$ cat src/design/mll_pkg.sv
// ----------------------------------------------------------------------------
// mll_pkg
// Shared types, token kinds and keyword lookup for the mini-language lexer.
// ----------------------------------------------------------------------------
package mll_pkg;

	localparam int MAX_WORD_LETTERS = 9;
	localparam int NUMBER_BITS      = 31;
	localparam int KW_LETTERS       = 5;
	localparam int LEN_W            = $clog2(MAX_WORD_LETTERS + 2);
	localparam int LET_IDX_W        = $clog2(KW_LETTERS);

	localparam logic [NUMBER_BITS-1:0] NUM_MAX = {NUMBER_BITS{1'b1}};

	typedef enum logic [1:0] {
		MODE_IDLE,
		MODE_NUM,
		MODE_WORD,
		MODE_HELD
	} mode_t;

	localparam logic [4:0] KIND_END    = 5'd0;
	localparam logic [4:0] KIND_NUM    = 5'd1;
	localparam logic [4:0] KIND_NAME   = 5'd2;
	localparam logic [4:0] KIND_WHILE  = 5'd3;
	localparam logic [4:0] KIND_DO     = 5'd4;
	localparam logic [4:0] KIND_DONE   = 5'd5;
	localparam logic [4:0] KIND_IF     = 5'd6;
	localparam logic [4:0] KIND_THEN   = 5'd7;
	localparam logic [4:0] KIND_FI     = 5'd8;
	localparam logic [4:0] KIND_PRINT  = 5'd9;
	localparam logic [4:0] KIND_GT     = 5'd10;
	localparam logic [4:0] KIND_GE     = 5'd11;
	localparam logic [4:0] KIND_EQ     = 5'd12;
	localparam logic [4:0] KIND_NE     = 5'd13;
	localparam logic [4:0] KIND_LE     = 5'd14;
	localparam logic [4:0] KIND_LT     = 5'd15;
	localparam logic [4:0] KIND_ASSIGN = 5'd16;
	localparam logic [4:0] KIND_ADD    = 5'd17;
	localparam logic [4:0] KIND_SUB    = 5'd18;
	localparam logic [4:0] KIND_MUL    = 5'd19;
	localparam logic [4:0] KIND_DIV    = 5'd20;
	localparam logic [4:0] KIND_SEMI   = 5'd21;
	localparam logic [4:0] KIND_ERR    = 5'd22;

	localparam logic [1:0] ERR_NONE   = 2'd0;
	localparam logic [1:0] ERR_SYMBOL = 2'd1;
	localparam logic [1:0] ERR_WORD   = 2'd2;

	typedef struct packed {
		logic [7:0] char_code;
		logic       is_end;
	} lex_in_t;

	typedef struct packed {
		logic [4:0]             token_kind;
		logic [NUMBER_BITS-1:0] number_value;
		logic [7:0]             name_letter;
		logic [1:0]             error_code;
		logic                   last;
	} lex_tok_t;

	// first letter in the top byte
	function automatic logic [4:0] kw_kind(input logic [KW_LETTERS*8-1:0] word,
		input logic [LEN_W-1:0] len);
		logic [4:0] kind;
		kind = KIND_ERR;
		case (len)
			LEN_W'(2): begin
				if (word[39:24] == "do")
					kind = KIND_DO;
				else if (word[39:24] == "if")
					kind = KIND_IF;
				else if (word[39:24] == "fi")
					kind = KIND_FI;
			end
			LEN_W'(4): begin
				if (word[39:8] == "done")
					kind = KIND_DONE;
				else if (word[39:8] == "then")
					kind = KIND_THEN;
			end
			LEN_W'(5): begin
				if (word == "while")
					kind = KIND_WHILE;
				else if (word == "print")
					kind = KIND_PRINT;
			end
			default: kind = KIND_ERR;
		endcase
		return kind;
	endfunction

endpackage

$ cat src/design/mini_language_lexer.sv
// ----------------------------------------------------------------------------
// mini_language_lexer
// Streaming lexer: one source byte per beat in, tokens out.
// ----------------------------------------------------------------------------
// Usage:
//   src channel: one beat per source byte, or a beat with is_end set to close
//   the stream. tok channel: one beat per token, last marks the final token
//   caused by a source beat.
//   Each source beat is scanned in the cycle it is taken; its tokens (none,
//   one or two) are written into a four-entry output queue, and tok shows
//   the head of that queue. A source beat is taken every cycle as long
//   as the queue has two free entries, so the rate is one byte per cycle
//   except where tokens leave slower than they are made: a beat giving two
//   tokens needs two beats on tok.
//   When tok is stalled the queue fills and src_stall rises once fewer than
//   two entries are free; nothing is dropped.
//   Reset clears the scan state and empties the queue. After an error token
//   every further source beat is taken and ignored until the next reset.
// ----------------------------------------------------------------------------
module mini_language_lexer
	import mll_pkg::*;
(
	input  logic     clk,
	input  logic     arst_n,
	input  logic     src_valid,
	output logic     src_stall,
	input  lex_in_t  src_data,
	output logic     tok_valid,
	input  logic     tok_stall,
	output lex_tok_t tok_data
);

	localparam int Q_DEPTH = 4;
	localparam int QP_W    = $clog2(Q_DEPTH);
	localparam int QC_W    = $clog2(Q_DEPTH + 1);

	mode_t                  mode_q, mode_d;
	logic [7:0]             held_q, held_d;
	logic [NUMBER_BITS-1:0] accum_q, accum_d;
	logic [LEN_W-1:0]       len_q, len_d;
	logic                   halted_q, halted_d;
	logic [7:0]             letters_q [KW_LETTERS];
	logic                   let_we;
	logic [LET_IDX_W-1:0]   let_idx;

	lex_tok_t               q_q [Q_DEPTH];
	logic [QP_W-1:0]        wptr_q, rptr_q;
	logic [QC_W-1:0]        cnt_q;

	logic                   accept, pop;
	logic [7:0]             c;
	logic                   c_space, c_digit, c_letter;
	logic                   fl_valid, st_valid;
	lex_tok_t               fl_tok, st_tok, res0, res1;
	logic [1:0]             n_res;
	logic [NUMBER_BITS+3:0] acc_wide;
	logic [KW_LETTERS*8-1:0] word;

	assign accept    = src_valid && !src_stall;
	assign pop       = tok_valid && !tok_stall;
	assign src_stall = cnt_q > QC_W'(Q_DEPTH - 2);
	assign tok_valid = cnt_q != '0;
	assign tok_data  = q_q[rptr_q];

	assign c        = src_data.char_code;
	assign c_space  = c inside {[8'd9:8'd13], 8'd32};
	assign c_digit  = c inside {["0":"9"]};
	assign c_letter = c inside {["a":"z"], ["A":"Z"]};

	assign acc_wide = ({4'b0, accum_q} << 3) + ({4'b0, accum_q} << 1)
		+ (NUMBER_BITS+4)'(c[3:0]);

	always_comb begin
		for (int i = 0; i < KW_LETTERS; i++)
			word[(KW_LETTERS-1-i)*8 +: 8] = letters_q[i];
	end

	// pending token flushed by a delimiter or end
	always_comb begin
		fl_valid = 1'b0;
		fl_tok   = '0;
		case (mode_q)
			MODE_NUM: begin
				fl_valid            = 1'b1;
				fl_tok.token_kind   = KIND_NUM;
				fl_tok.number_value = accum_q;
			end
			MODE_WORD: begin
				fl_valid = 1'b1;
				if (len_q == LEN_W'(1)) begin
					fl_tok.token_kind  = KIND_NAME;
					fl_tok.name_letter = letters_q[0];
				end else if (len_q > LEN_W'(MAX_WORD_LETTERS)) begin
					fl_tok.token_kind = KIND_ERR;
					fl_tok.error_code = ERR_WORD;
				end else begin
					fl_tok.token_kind = kw_kind(word, len_q);
					if (fl_tok.token_kind == KIND_ERR)
						fl_tok.error_code = ERR_WORD;
				end
			end
			MODE_HELD: begin
				fl_valid = 1'b1;
				if (held_q == ">")
					fl_tok.token_kind = KIND_GT;
				else if (held_q == "<")
					fl_tok.token_kind = KIND_LT;
				else begin
					fl_tok.token_kind = KIND_ERR;
					fl_tok.error_code = ERR_SYMBOL;
				end
			end
			default: fl_valid = 1'b0;
		endcase
	end

	// next state and tokens for the accepted beat
	always_comb begin
		mode_d   = mode_q;
		held_d   = held_q;
		accum_d  = accum_q;
		len_d    = len_q;
		halted_d = halted_q;
		let_we   = 1'b0;
		let_idx  = '0;
		st_valid = 1'b0;
		st_tok   = '0;
		res0     = '0;
		res1     = '0;
		n_res    = 2'd0;
		if (accept && !halted_q) begin
			if (src_data.is_end) begin
				mode_d = MODE_IDLE;
				if (fl_valid && fl_tok.token_kind == KIND_ERR) begin
					res0     = fl_tok;
					n_res    = 2'd1;
					halted_d = 1'b1;
				end else if (fl_valid) begin
					res0  = fl_tok;
					n_res = 2'd2;
				end else begin
					n_res = 2'd1;
				end
			end else if (mode_q == MODE_NUM && c_digit) begin
				accum_d = (acc_wide > {4'b0, NUM_MAX}) ? NUM_MAX
					: acc_wide[NUMBER_BITS-1:0];
			end else if (mode_q == MODE_WORD && c_letter) begin
				if (len_q <= LEN_W'(MAX_WORD_LETTERS)) begin
					if (len_q < LEN_W'(KW_LETTERS)) begin
						let_we  = 1'b1;
						let_idx = len_q[LET_IDX_W-1:0];
					end
					len_d = len_q + LEN_W'(1);
				end
			end else if (mode_q == MODE_HELD && c == "=") begin
				mode_d = MODE_IDLE;
				n_res  = 2'd1;
				case (held_q)
					">":     res0.token_kind = KIND_GE;
					"<":     res0.token_kind = KIND_LE;
					"=":     res0.token_kind = KIND_EQ;
					"!":     res0.token_kind = KIND_NE;
					default: res0.token_kind = KIND_ASSIGN;
				endcase
			end else begin
				mode_d = MODE_IDLE;
				if (fl_valid && fl_tok.token_kind == KIND_ERR) begin
					res0     = fl_tok;
					n_res    = 2'd1;
					halted_d = 1'b1;
				end else begin
					if (c_space) begin
						st_valid = 1'b0;
					end else if (c_digit) begin
						mode_d  = MODE_NUM;
						accum_d = NUMBER_BITS'(c[3:0]);
					end else if (c_letter) begin
						mode_d = MODE_WORD;
						let_we = 1'b1;
						len_d  = LEN_W'(1);
					end else begin
						st_valid = 1'b1;
						case (c)
							">", "<", "=", "!", ":": begin
								st_valid = 1'b0;
								mode_d   = MODE_HELD;
								held_d   = c;
							end
							"+":     st_tok.token_kind = KIND_ADD;
							"-":     st_tok.token_kind = KIND_SUB;
							"*":     st_tok.token_kind = KIND_MUL;
							"/":     st_tok.token_kind = KIND_DIV;
							";":     st_tok.token_kind = KIND_SEMI;
							default: begin
								st_tok.token_kind = KIND_ERR;
								st_tok.error_code = ERR_SYMBOL;
								halted_d          = 1'b1;
							end
						endcase
					end
					if (fl_valid) begin
						res0  = fl_tok;
						res1  = st_tok;
						n_res = st_valid ? 2'd2 : 2'd1;
					end else if (st_valid) begin
						res0  = st_tok;
						n_res = 2'd1;
					end
				end
			end
			if (n_res == 2'd1)
				res0.last = 1'b1;
			if (n_res == 2'd2)
				res1.last = 1'b1;
		end
	end

	always_ff @(posedge clk or negedge arst_n) begin
		if (!arst_n) begin
			mode_q   <= MODE_IDLE;
			held_q   <= '0;
			accum_q  <= '0;
			len_q    <= '0;
			halted_q <= 1'b0;
		end else begin
			mode_q   <= mode_d;
			held_q   <= held_d;
			accum_q  <= accum_d;
			len_q    <= len_d;
			halted_q <= halted_d;
		end
	end

	always_ff @(posedge clk) begin
		if (let_we)
			letters_q[let_idx] <= c;
	end

	// output queue
	always_ff @(posedge clk) begin
		if (n_res != 2'd0)
			q_q[wptr_q] <= res0;
		if (n_res == 2'd2)
			q_q[wptr_q + QP_W'(1)] <= res1;
	end

	always_ff @(posedge clk or negedge arst_n) begin
		if (!arst_n) begin
			wptr_q <= '0;
			rptr_q <= '0;
			cnt_q  <= '0;
		end else begin
			wptr_q <= wptr_q + QP_W'(n_res);
			if (pop)
				rptr_q <= rptr_q + QP_W'(1);
			cnt_q <= cnt_q + QC_W'(n_res) - QC_W'(pop);
		end
	end

endmodule

$ cat config.mk
export PLATFORM = sky130hd
export DESIGN_NAME = mini_language_lexer
export DESIGN_NICKNAME = d
export VERILOG_FILES = /design/src/design/mll_pkg.sv /design/src/design/mini_language_lexer.sv
export SDC_FILE = /design/constraint.sdc
export NUM_CORES = 1
export LEC_CHECK = 0
export ABC_AREA = 1
export BUFFER_PORTS_ARGS = -buffer_cell sky130_fd_sc_hd__clkbuf_2
export CAP_MARGIN = 25
export CORE_MARGIN = 2
export CORE_UTILIZATION = 67
export CTS_BUF_LIST = sky130_fd_sc_hd__clkbuf_16
export DETAILED_ROUTE_END_ITERATION = 8
export GPL_ROUTABILITY_DRIVEN = 0
export HOLD_SLACK_MARGIN = 0.12
export PLACE_DENSITY_LB_ADDON = 0.15
export SYNTH_ARGS = -nofsm -noshare
export SYNTH_HDL_FRONTEND = slang
export SYNTH_SLANG_ARGS = --single-unit
$ cat constraint.sdc
create_clock -name clk -period 7.74 [get_ports clk]
set_clock_uncertainty 0.2 [all_clocks]
set_input_delay 0.774 -clock clk [delete_from_list [all_inputs] [get_ports clk]]
set_output_delay 0.774 -clock clk [all_outputs]
set_load 0.005 [all_outputs]
==> Yosys cells after proc, flatten, opt, wreduce, memory -nomap -nowiden <==
Memories as Yosys holds them, arrays and structs flattened.
Index checks and enable logic that the tools add are counted.
W data, S select, Z words.
{ "totals": {"register_bits": 53, "ram_bits": 228, "inputBits": 13, "wordCells": 251, "n_memories": 2} }
{ "classes": {"addsub": 8, "n_lt_le_gt_ge": 13, "eq_ne": 51, "muxes": 133, "bitwise": 8, "n_reduce_logical": 28} }
{ "memory_table": {"columns": ["memory", "depth", "width", "read_ports", "rd_clocked_by_memory_dff", "wr", "line_no", "rtl"], "rows": [
  ["q_q", 4, 47, 1, 0, 2, "mini_language_lexer.sv:46", "lex_tok_t q_q [Q_DEPTH];"],
  ["letters_q", 5, 8, 5, 0, 1, "mini_language_lexer.sv:42", "logic [7:0] letters_q [KW_LETTERS];"]
]} }
{ "ops": {"columns": ["operator", "n"], "rows": [
  ["$mux W47", 16],
  ["$mux W31", 8],
  ["$eq A8 B6 Y1 const B", 15],
  ["$mux W5", 18],
  ["$eq A40 B39 Y1 const B", 2],
  ["$eq A32 B31 Y1 const B", 2],
  ["$eq A16 B15 Y1 const B", 3],
  ["$mux W1", 47],
  ["$mux W2", 23],
  ["$mux W42", 1],
  ["$add A34 B32 Y35", 1],
  ["$add A35 B4 Y35", 1],
  ["$gt A35 B31 Y1 const B", 1],
  ["$pmux W5 S3", 2],
  ["$pmux W5 S6", 1],
  ["$mux W4", 7],
  ["$pmux W5 S4", 1],
  ["$mux W3", 6],
  ["$ne A2 B1 Y1 const B", 9],
  ["$reduce_and A9 Y1", 2],
  ["$ge A8 B7 Y1 const B", 2],
  ["$le A8 B7 Y1 const B", 2],
  ["$mux W8", 2],
  ["$ne A2 B2 Y1 const B", 8],
  ["other kinds (31)", 61]
]} }

==> Depth between registers and ports, before layout <==
Gate-level depths: netlist of the first run.
An unclocked memory read counts as a cell.
{ "logic_depth": {"depth_word": 32, "depth_mapped": 23, "depth_no_buf": 22} }

==> Worst setup path after synthesis of the first run <==
Ideal clock, no wire load.
{ "synth_path": {"path_kind": "in2reg", "from": "input port src_data[4] (netlist bit)", "to": "register accum_q[30]", "setup_time_ns": 0.121, "arrival_time_ns": 3.335, "required_ns": 7.419, "setup_slack_ns": 4.084, "cell_stages": 17, "cell_sequence": "fa_1 inv_1 fa_1 inv_1 nand2_1 o21ai_1 a21oi_1 o21ai_1 nand4_1 nand2_1 nand3_1 o21a_1 nor2_4 buf_2 nand2_1 nand2_1 o21ai_1"} }
{ "synth_via": {"elab_chain_len": 6, "elab_cells_between_ends": 29, "classes_between": "add/sub: 1; order compare: 9; eq/ne: 6; mux: 2; reduce/logical: 11"} }
{ "synth_rtl": {"columns": ["element", "line_no", "rtl"], "rows": [
  ["start, declared", "mini_language_lexer.sv:27", "input lex_in_t src_data,"],
  ["branches (longest 6 deep; another with $add A35 B4 Y35)", null, null],
  ["end signal, assigned", "mini_language_lexer.sv:228", "accum_q <= accum_d;"],
  ["end, declared", "mini_language_lexer.sv:39", "logic [NUMBER_BITS-1:0] accum_q, accum_d;"]
]} }
Parallel ways; which one is timed is not known.
A chain may end at the register's enable or synchronous reset.

==> results_dict.tcl, run 1 <==
set metrics [dict create \
    outcome "completed" \
    dr_total_vias 15500 \
    clock_sinks 281 \
    ios 62 \
    grt_pass1_wl_um 71500 \
    io_buffers 61 \
    dieArea_sq_mm 0.0260 \
    vias_per_cell 5.94 \
    cp-start-kind "primary input" \
    maxSlewHeadroom_pct 30.7 \
    setup_viol 0 \
    syn_area_per_cell_sq_um 7.25 \
    crit_family "simple AND/OR/NAND/NOR gates" \
    firstDrtPassIters 6 \
    synth_largest_area_cell "dfxtp_1" \
    arrival_ps 4550 \
    post-route-min-period_ps 4520 \
    core_area_sq_mm 0.0242 \
    synth-xor-area-share_pct 1.69 \
    synth_compound_area_share_pct 14.1 \
    slowest_delay_ps 610 \
    nFillCells 2047 \
    synth_top_family_by_area "simple AND/OR/NAND/NOR gates" \
    crit_chain "clkbuf_2, inv_1, nand3_1, inv_1, a22oi_1, nand2_1, nor2_1, nand2_1, inv_1, ha_1, inv_1, nor2_1, nand3_2, nand2_2, nand2_4, nand2_8, buf_4, nand2_1, nand2_1" \
    synth_simple_gate_area_share_pct 30.0 \
    max_freq_mhz 221 \
    cts.path.max_buffers 3 \
    power_mw 7.49 \
    grt_usage_pct 33.3 \
    power_switching_mw 3.40 \
    synthArstFlopShare_pct 18.9 \
    power.share.combinational_pct 51.5 \
    drc 0 \
    timing.setup.tns_ps 0 \
    insertion_delay_ps 560 \
    htreeDepth 1 \
    leakagePower_nw 8.44 \
    start_util_pct 68.2 \
    synth.area.mux_share_pct 0 \
    hold_path_class "primary input to async pin" \
    nets 2348 \
    synthCells 2283 \
    cts_buffers 30 \
    first_global_vias 14400 \
    clk_pin_slew_ps 60 \
    yosysTopAreaCellShare_pct 19.8 \
    antenna_found_initial 2 \
    path_max_fanout 145 \
    cts_root_buffer "clkbuf_16" \
    diodes 0 \
    rsz0062_at_grt "no" \
    power_density_mw_per_mm2 428 \
    p_clk_share_pct 18.1 \
    crit_type "primary input to register" \
    drive_gt1_share_pct 7.66 \
    die_x_um 161 \
    cts_hold_buf 0 \
    seq_area_frac_synth_pct 39.5 \
    hold_viol_final 0 \
    synth-edff-count 64 \
    synth_cell_type_count 50 \
    intPower_mw 4.09 \
    drt_iter0_markers 1931 \
    switching_share_pct 45.4 \
    slew_viol_final 0 \
    ys_warn_count 0 \
    postCtsSetupRepairBufs 0 \
    grt_max_degree 146 \
    synth_flop_cell "dfxtp_1" \
    layout_common_cells "428 x nor2_1, 387 x nand2_1, 254 x nand3_1, 169 x a21oi_1, 168 x inv_1" \
    required_ps 7780 \
    irDropWorstVdd_v 0.000403 \
    dpl.hpwl_um 27600 \
    seq_power_share_pct 30.4 \
    syn_area_sq_mm 0.0165 \
    core.rowCount 57 \
    reg2reg_from "letters_q[0][0]" \
    ys_seq_elements 281 \
    synth-adder-area-share_pct 5.73 \
    grt-ovfl-total 0 \
    critical_path.startpoint "src_data[5]" \
    cp.buffers_inverters 6 \
    cap_violations 0 \
    endpoint_kind "register" \
    ant_nets 0 \
    crit_slowest_cell "nand2_8" \
    synth_fp_nets 2370 \
    wl_per_cell_um 16.7 \
    synth.area.top_cells "dfxtp_1 20%, edfxtp_1 12%, nor2_1 9.8%" \
    wirelength_um 43600 \
    worst_slew_pin_slew_ps 1040 \
    fp.dieH_um 161 \
    cts_resized 0 \
    final_common_cell "nor2_1" \
    cts_tree "done" \
    area_delta_synth_final_pct 5.85 \
    min_period_over_period_pct 58.3 \
]
metal layers:
layer  part of all wire, %  vias up  GRT usage [%]  wire length (um)
met4                   2.3        2           10.3               984
li1                      -     7564              -                 -
met5                 0.030        -              0                13
met1                    43     7104           46.3             18600
met3                   9.3       94           5.29              4040
met2                    46      730           53.9             19900
cell usage after synthesis, types with 2 or more instances:
| library cell | number |
|---|---|
| dfxtp_1 | 164 |
| o21ai_0 | 155 |
| xor2_1 | 16 |
| nor4_1 | 7 |
| buf_2 | 12 |
| nand3_1 | 255 |
| inv_1 | 165 |
| o21a_1 | 4 |
| nor2_4 | 2 |
| a21o_1 | 3 |
| edfxtp_1 | 64 |
| nand2_2 | 5 |
| xnor2_1 | 16 |
| a21boi_0 | 3 |
| nand2_4 | 6 |
| buf_6 | 36 |
| buf_8 | 2 |
| a21oi_1 | 169 |
| a31oi_1 | 8 |
| ha_1 | 71 |
| buf_4 | 9 |
| nor3_4 | 3 |
| nand2_1 | 387 |
| nand3b_1 | 4 |
| buf_1 | 3 |
| nor3_1 | 9 |
| dfrtp_1 | 53 |
| nor2_1 | 432 |
| o211ai_1 | 6 |
| inv_2 | 10 |
| clkbuf_1 | 69 |
| o21ai_1 | 31 |
| nor2_2 | 9 |
| nand3_2 | 6 |
| nand4_1 | 19 |
| o22ai_1 | 49 |
| fa_1 | 3 |
| a22oi_1 | 4 |
| nor3_2 | 3 |
through the flow:
step                      instance area [sq um]  hold WS (ps)  worst slack (ps)  utilization (%)  std cells
after floorplan                           16500           241              4080                -       2283
after global placement                    16600           249              2990             68.3       2551
after detailed placement                  16600           257              2800             68.4       2552
after CTS                                 17500           190              3340             72.2       2608
after global routing                      17500           231              2870             72.2       2609
final                                     17500           166              3220             72.2       2609
sequential cells by signal (all words and copies together), names as in the netlist, 2 cells and up:
name       count
rptr_q         2
len_q          4
mode_q         2
held_q         8
cnt_q          3
q_q          188
accum_q       31
letters_q     40
wptr_q         2
power by group through the flow:
stage	Clock [mW]	Combinational [mW]	Sequential, mW
3_3_place_gp	0	3.68	2.28
5_1_grt	1.42	4.32	2.33
2_1_floorplan	0	2.89	2.21
6_report	1.35	3.86	2.28
3_5_place_dp	0	3.77	2.29
4_1_cts	1.36	3.80	2.27
cell type report:
| class | count | area, sq um | share of cell area (%) |
|---|---|---|---|
| Sequential cell | 281 | 6530 | 37.3 |
| Multi-Input combinational cell | 1695 | 8550 | 48.8 |
| Clock inverter | 25 | 148 | 0.843 |
| Inverter | 176 | 662 | 3.78 |
| Tap cell | 324 | 405 | 2.31 |
| Clock buffer | 31 | 776 | 4.43 |
| Timing Repair Buffer | 77 | 440 | 2.51 |
worst paths after layout:
path	cells past startpoint	endpoint	slack [ps]
max in group asynchronous	2	rptr_q[0]	6650
worst min register to register	2	q_q[3][5]	270
worst max register to register	16	q_q[1][43]	3430
worst max-delay path	19	q_q[1][43]	3220
min in group clk	2	q_q[3][5]	270
worst min-delay path	2	accum_q[19]	170
kinds of logic (layout without fill, tap and decap cells):
logic type | after synthesis | in the layout
buf+inv | 307 | 309
simple gates | 1151 | 1151
xor+xnor | 32 | 32
fa+ha+maj | 74 | 74
flops | 281 | 281
compound gates | 438 | 438
Note: power is estimated with default switching activity, not from simulation.
==> run 2: changes to the inputs <==
--- a/config.mk
+++ b/config.mk
@@ -5,11 +5,11 @@
 export SDC_FILE = /design/constraint.sdc
 export NUM_CORES = 1
 export LEC_CHECK = 0
-export ABC_AREA = 1
+export ABC_AREA = 0
 export BUFFER_PORTS_ARGS = -buffer_cell sky130_fd_sc_hd__clkbuf_2
 export CAP_MARGIN = 25
 export CORE_MARGIN = 2
-export CORE_UTILIZATION = 67
+export CORE_UTILIZATION = 56
 export CTS_BUF_LIST = sky130_fd_sc_hd__clkbuf_16
 export DETAILED_ROUTE_END_ITERATION = 8
 export GPL_ROUTABILITY_DRIVEN = 0
==> constraint.sdc (replaced) <==
create_clock -name clk -period 4.1 [get_ports clk]
set_clock_uncertainty 0.2 [all_clocks]
set_input_delay 0.41 -clock clk [delete_from_list [all_inputs] [get_ports clk]]
set_output_delay 0.41 -clock clk [all_outputs]
set_load 0.005 [all_outputs]
==> results_dict.tcl, run 2 <==
set metrics [dict create \
    area_delta_synth_final_pct 15.0 \
    largest-register "q_q" \
    grt_max_degree 50 \
    dr_total_vias 11300 \
    required_ps 4350 \
    insertion_delay_ps 560 \
    whs_ps 134 \
    nets 1529 \
    largest_reg_flops 188 \
    instances_no_fill 1795 \
    io_buffers 61 \
    yosysTopAreaCellShare_pct 23.0 \
    drt_iter0_markers 933 \
    synth_flop_cell "dfxtp_1" \
    cts_root_buffer "clkbuf_16" \
    hold_viol_final 0 \
    antenna_found_initial 0 \
    holdPathStages 3 \
    min_period_over_period_pct 95.8 \
    die_x_um 164 \
    top_regs "q_q (188), letters_q (40), accum_q (31)" \
    ys_seq_elements 281 \
    syn_area_per_cell_sq_um 10.5 \
    ant_nets 0 \
    synth_largest_area_cell "dfxtp_1" \
    grt_pass1_wl_um 58700 \
    max_freq_mhz 255 \
    htreeDepth 1 \
    cts.path.max_buffers 3 \
    synth_common_cells "164 x dfxtp_1, 138 x nand2_1, 130 x a22o_1" \
    core.rowCount 58 \
    firstDrtPassIters 7 \
    grt-ovfl-total 0 \
    path_max_fanout 31 \
    synth_fp_nets 1440 \
    dpl.hpwl_um 24400 \
    wl_per_cell_um 20.3 \
    core_area_sq_mm 0.0251 \
    maxSlewHeadroom_pct 38.4 \
    setup_viol 0 \
    endpoint_kind "register" \
    hold_path_class "primary input to register" \
    fp.dieH_um 164 \
    clk_pin_slew_ps 60 \
    timing.rr.end "cnt_q[2]" \
    cap_violations 0 \
    first_global_vias 11000 \
    arrival_ps 4180 \
    worst_slew_pin_slew_ps 922 \
    synth-edff-count 64 \
    vias_per_cell 6.28 \
    post-route-min-period_ps 3930 \
    diodes 0 \
    cts_buffers 29 \
    placed_cells_incl_taps 1732 \
    grt_usage_pct 27.4 \
    dieArea_sq_mm 0.0267 \
    reg2reg_slack_ps 190 \
    hold_path_end "accum_q[2]" \
    drc 0 \
    syn_area_sq_mm 0.0143 \
    cp-start-kind "primary input" \
    power_density_mw_per_mm2 426 \
    reg2reg_from "letters_q[1][3]" \
    ios 62 \
    cts_tree "done" \
    synth.area.top_cells "dfxtp_1 23%, edfxtp_1 13%, dfrtp_1 9.3%" \
    seq_area_frac_synth_pct 45.8 \
    synth_cell_type_count 78 \
    clock_sinks 281 \
    drive_gt1_share_pct 18.2 \
    layout_common_cells "164 x dfxtp_1, 138 x nand2_1, 130 x a22o_1, 78 x a21oi_1, 71 x ha_1" \
    wirelength_um 36400 \
    start_util_pct 56.8 \
    ys_warn_count 0 \
    synthArstFlopShare_pct 18.9 \
    ff2ff_path_depth 15 \
    leakagePower_nw 6.86 \
    irDropWorstVdd_v 0.000334 \
    final_common_cell "dfxtp_1" \
    min-delay-start "src_data[3]" \
    outcome "completed" \
    yosysMostFrequentCell "dfxtp_1" \
    crit_type "primary input to register" \
    slew_viol_final 0 \
    synthCells 1353 \
]
[run 2: cell count changes in the layout (fill, tap and decap cells not counted), sizes merged, moves of 47 or more]
cell / delta
nor2: -376
nand2: -261
nand3: -211
inv: -136
a22o: +130
o21ai: -121
a21oi: -84
buf: +51
mux4: +47
[run 2: through the flow]
| step | utilization [%] | instance area (sq um) | setup TNS [ps] | setup slack, ps | power [mW] |
|---|---|---|---|---|---|
| after floorplan | - | 14300 | 0 | 114 | 3.94 |
| after global routing | 65.3 | 16400 | -25.9 | -25.9 | 7.23 |
| final | 65.3 | 16400 | 0 | 173 | 6.98 |
| after detailed placement | 60.9 | 15300 | 0 | 78.7 | 4.34 |
| after global placement | 60.9 | 15300 | 0 | 184 | 4.32 |
| after CTS | 64.9 | 16300 | 0 | 87.9 | 6.95 |
[run 2: cell families (layout without fill, tap and decap cells)]
family | Yosys count | in the layout | share of synthesized area (%)
multiplexers | 66 | 66 | 8.80
flip-flops | 281 | 281 | 45.8
AND/OR/NAND/NOR | 408 | 408 | 14.3
adder cells (fa/ha/maj) | 74 | 74 | 6.65
buffers and inverters | 110 | 222 | 3.14
AO/OA/AOI/OAI | 387 | 387 | 19.6
XOR/XNOR | 27 | 27 | 1.66
[run 2: worst max path at each step]
| stage | start | end | depth (start not counted) |
|---|---|---|---|
| 6_report | src_data[1] | q_q[0][14] | 14 |
| 5_1_grt | src_data[7] | cnt_q[2] | 19 |
| 4_1_cts | letters_q[0][0] | cnt_q[2] | 15 |
| 3_5_place_dp | src_data[5] | q_q[0][39] | 15 |
| 3_3_place_gp | letters_q[1][3] | cnt_q[2] | 15 |
| 2_1_floorplan | letters_q[0][1] | cnt_q[2] | 16 |
[run 2: power by group]
group / switching (mW) / leakage, nW / internal, mW
Clock: 1.13 / 0.485 / 1.51
Sequential: 0.228 / 2.61 / 2.91
Combinational: 0.674 / 3.77 / 0.524
Total: 2.03 / 6.86 / 4.95
[run 2: cell type report]
cell class	count	area, sq um
Multi-Input combinational cell	962	7390
Clock buffer	30	751
Sequential cell	281	6540
Inverter	35	131
Clock inverter	24	196
Fill cell	2082	8720
Tap cell	330	413
Timing Repair Buffer	133	971
[run 2: layer usage]
layer / up-vias / GRT usage, % / routed length [um]
met5: - / 0 / 0
met4: 0 / 5.42 / 526
met3: 50 / 4.04 / 2380
met2: 375 / 42.1 / 16100
met1: 5531 / 41.3 / 17400
li1: 5321 / - / -
[run 2: timing repair]
| action | in CTS | in global routing |
|---|---|---|
| resized for setup | 0 | 11 |
| hold buffers | 7 | 0 |
| setup buffers | 0 | 1 |
| hold endpoints to repair | 58 | 0 |
| setup endpoints to repair | 0 | 150 |
[run 2: worst max-delay path: stages]
cell	delay, ps
dlygate4sd3_1	530
clkbuf_2	180
or3_1	430
o221ai_2	190
nand3_1	120
nor2b_1	210
ha_1	180
inv_1	60
o41ai_4	420
or3b_4	470
a211oi_2	330
a21oi_4	60
buf_4	290
a22o_1	290
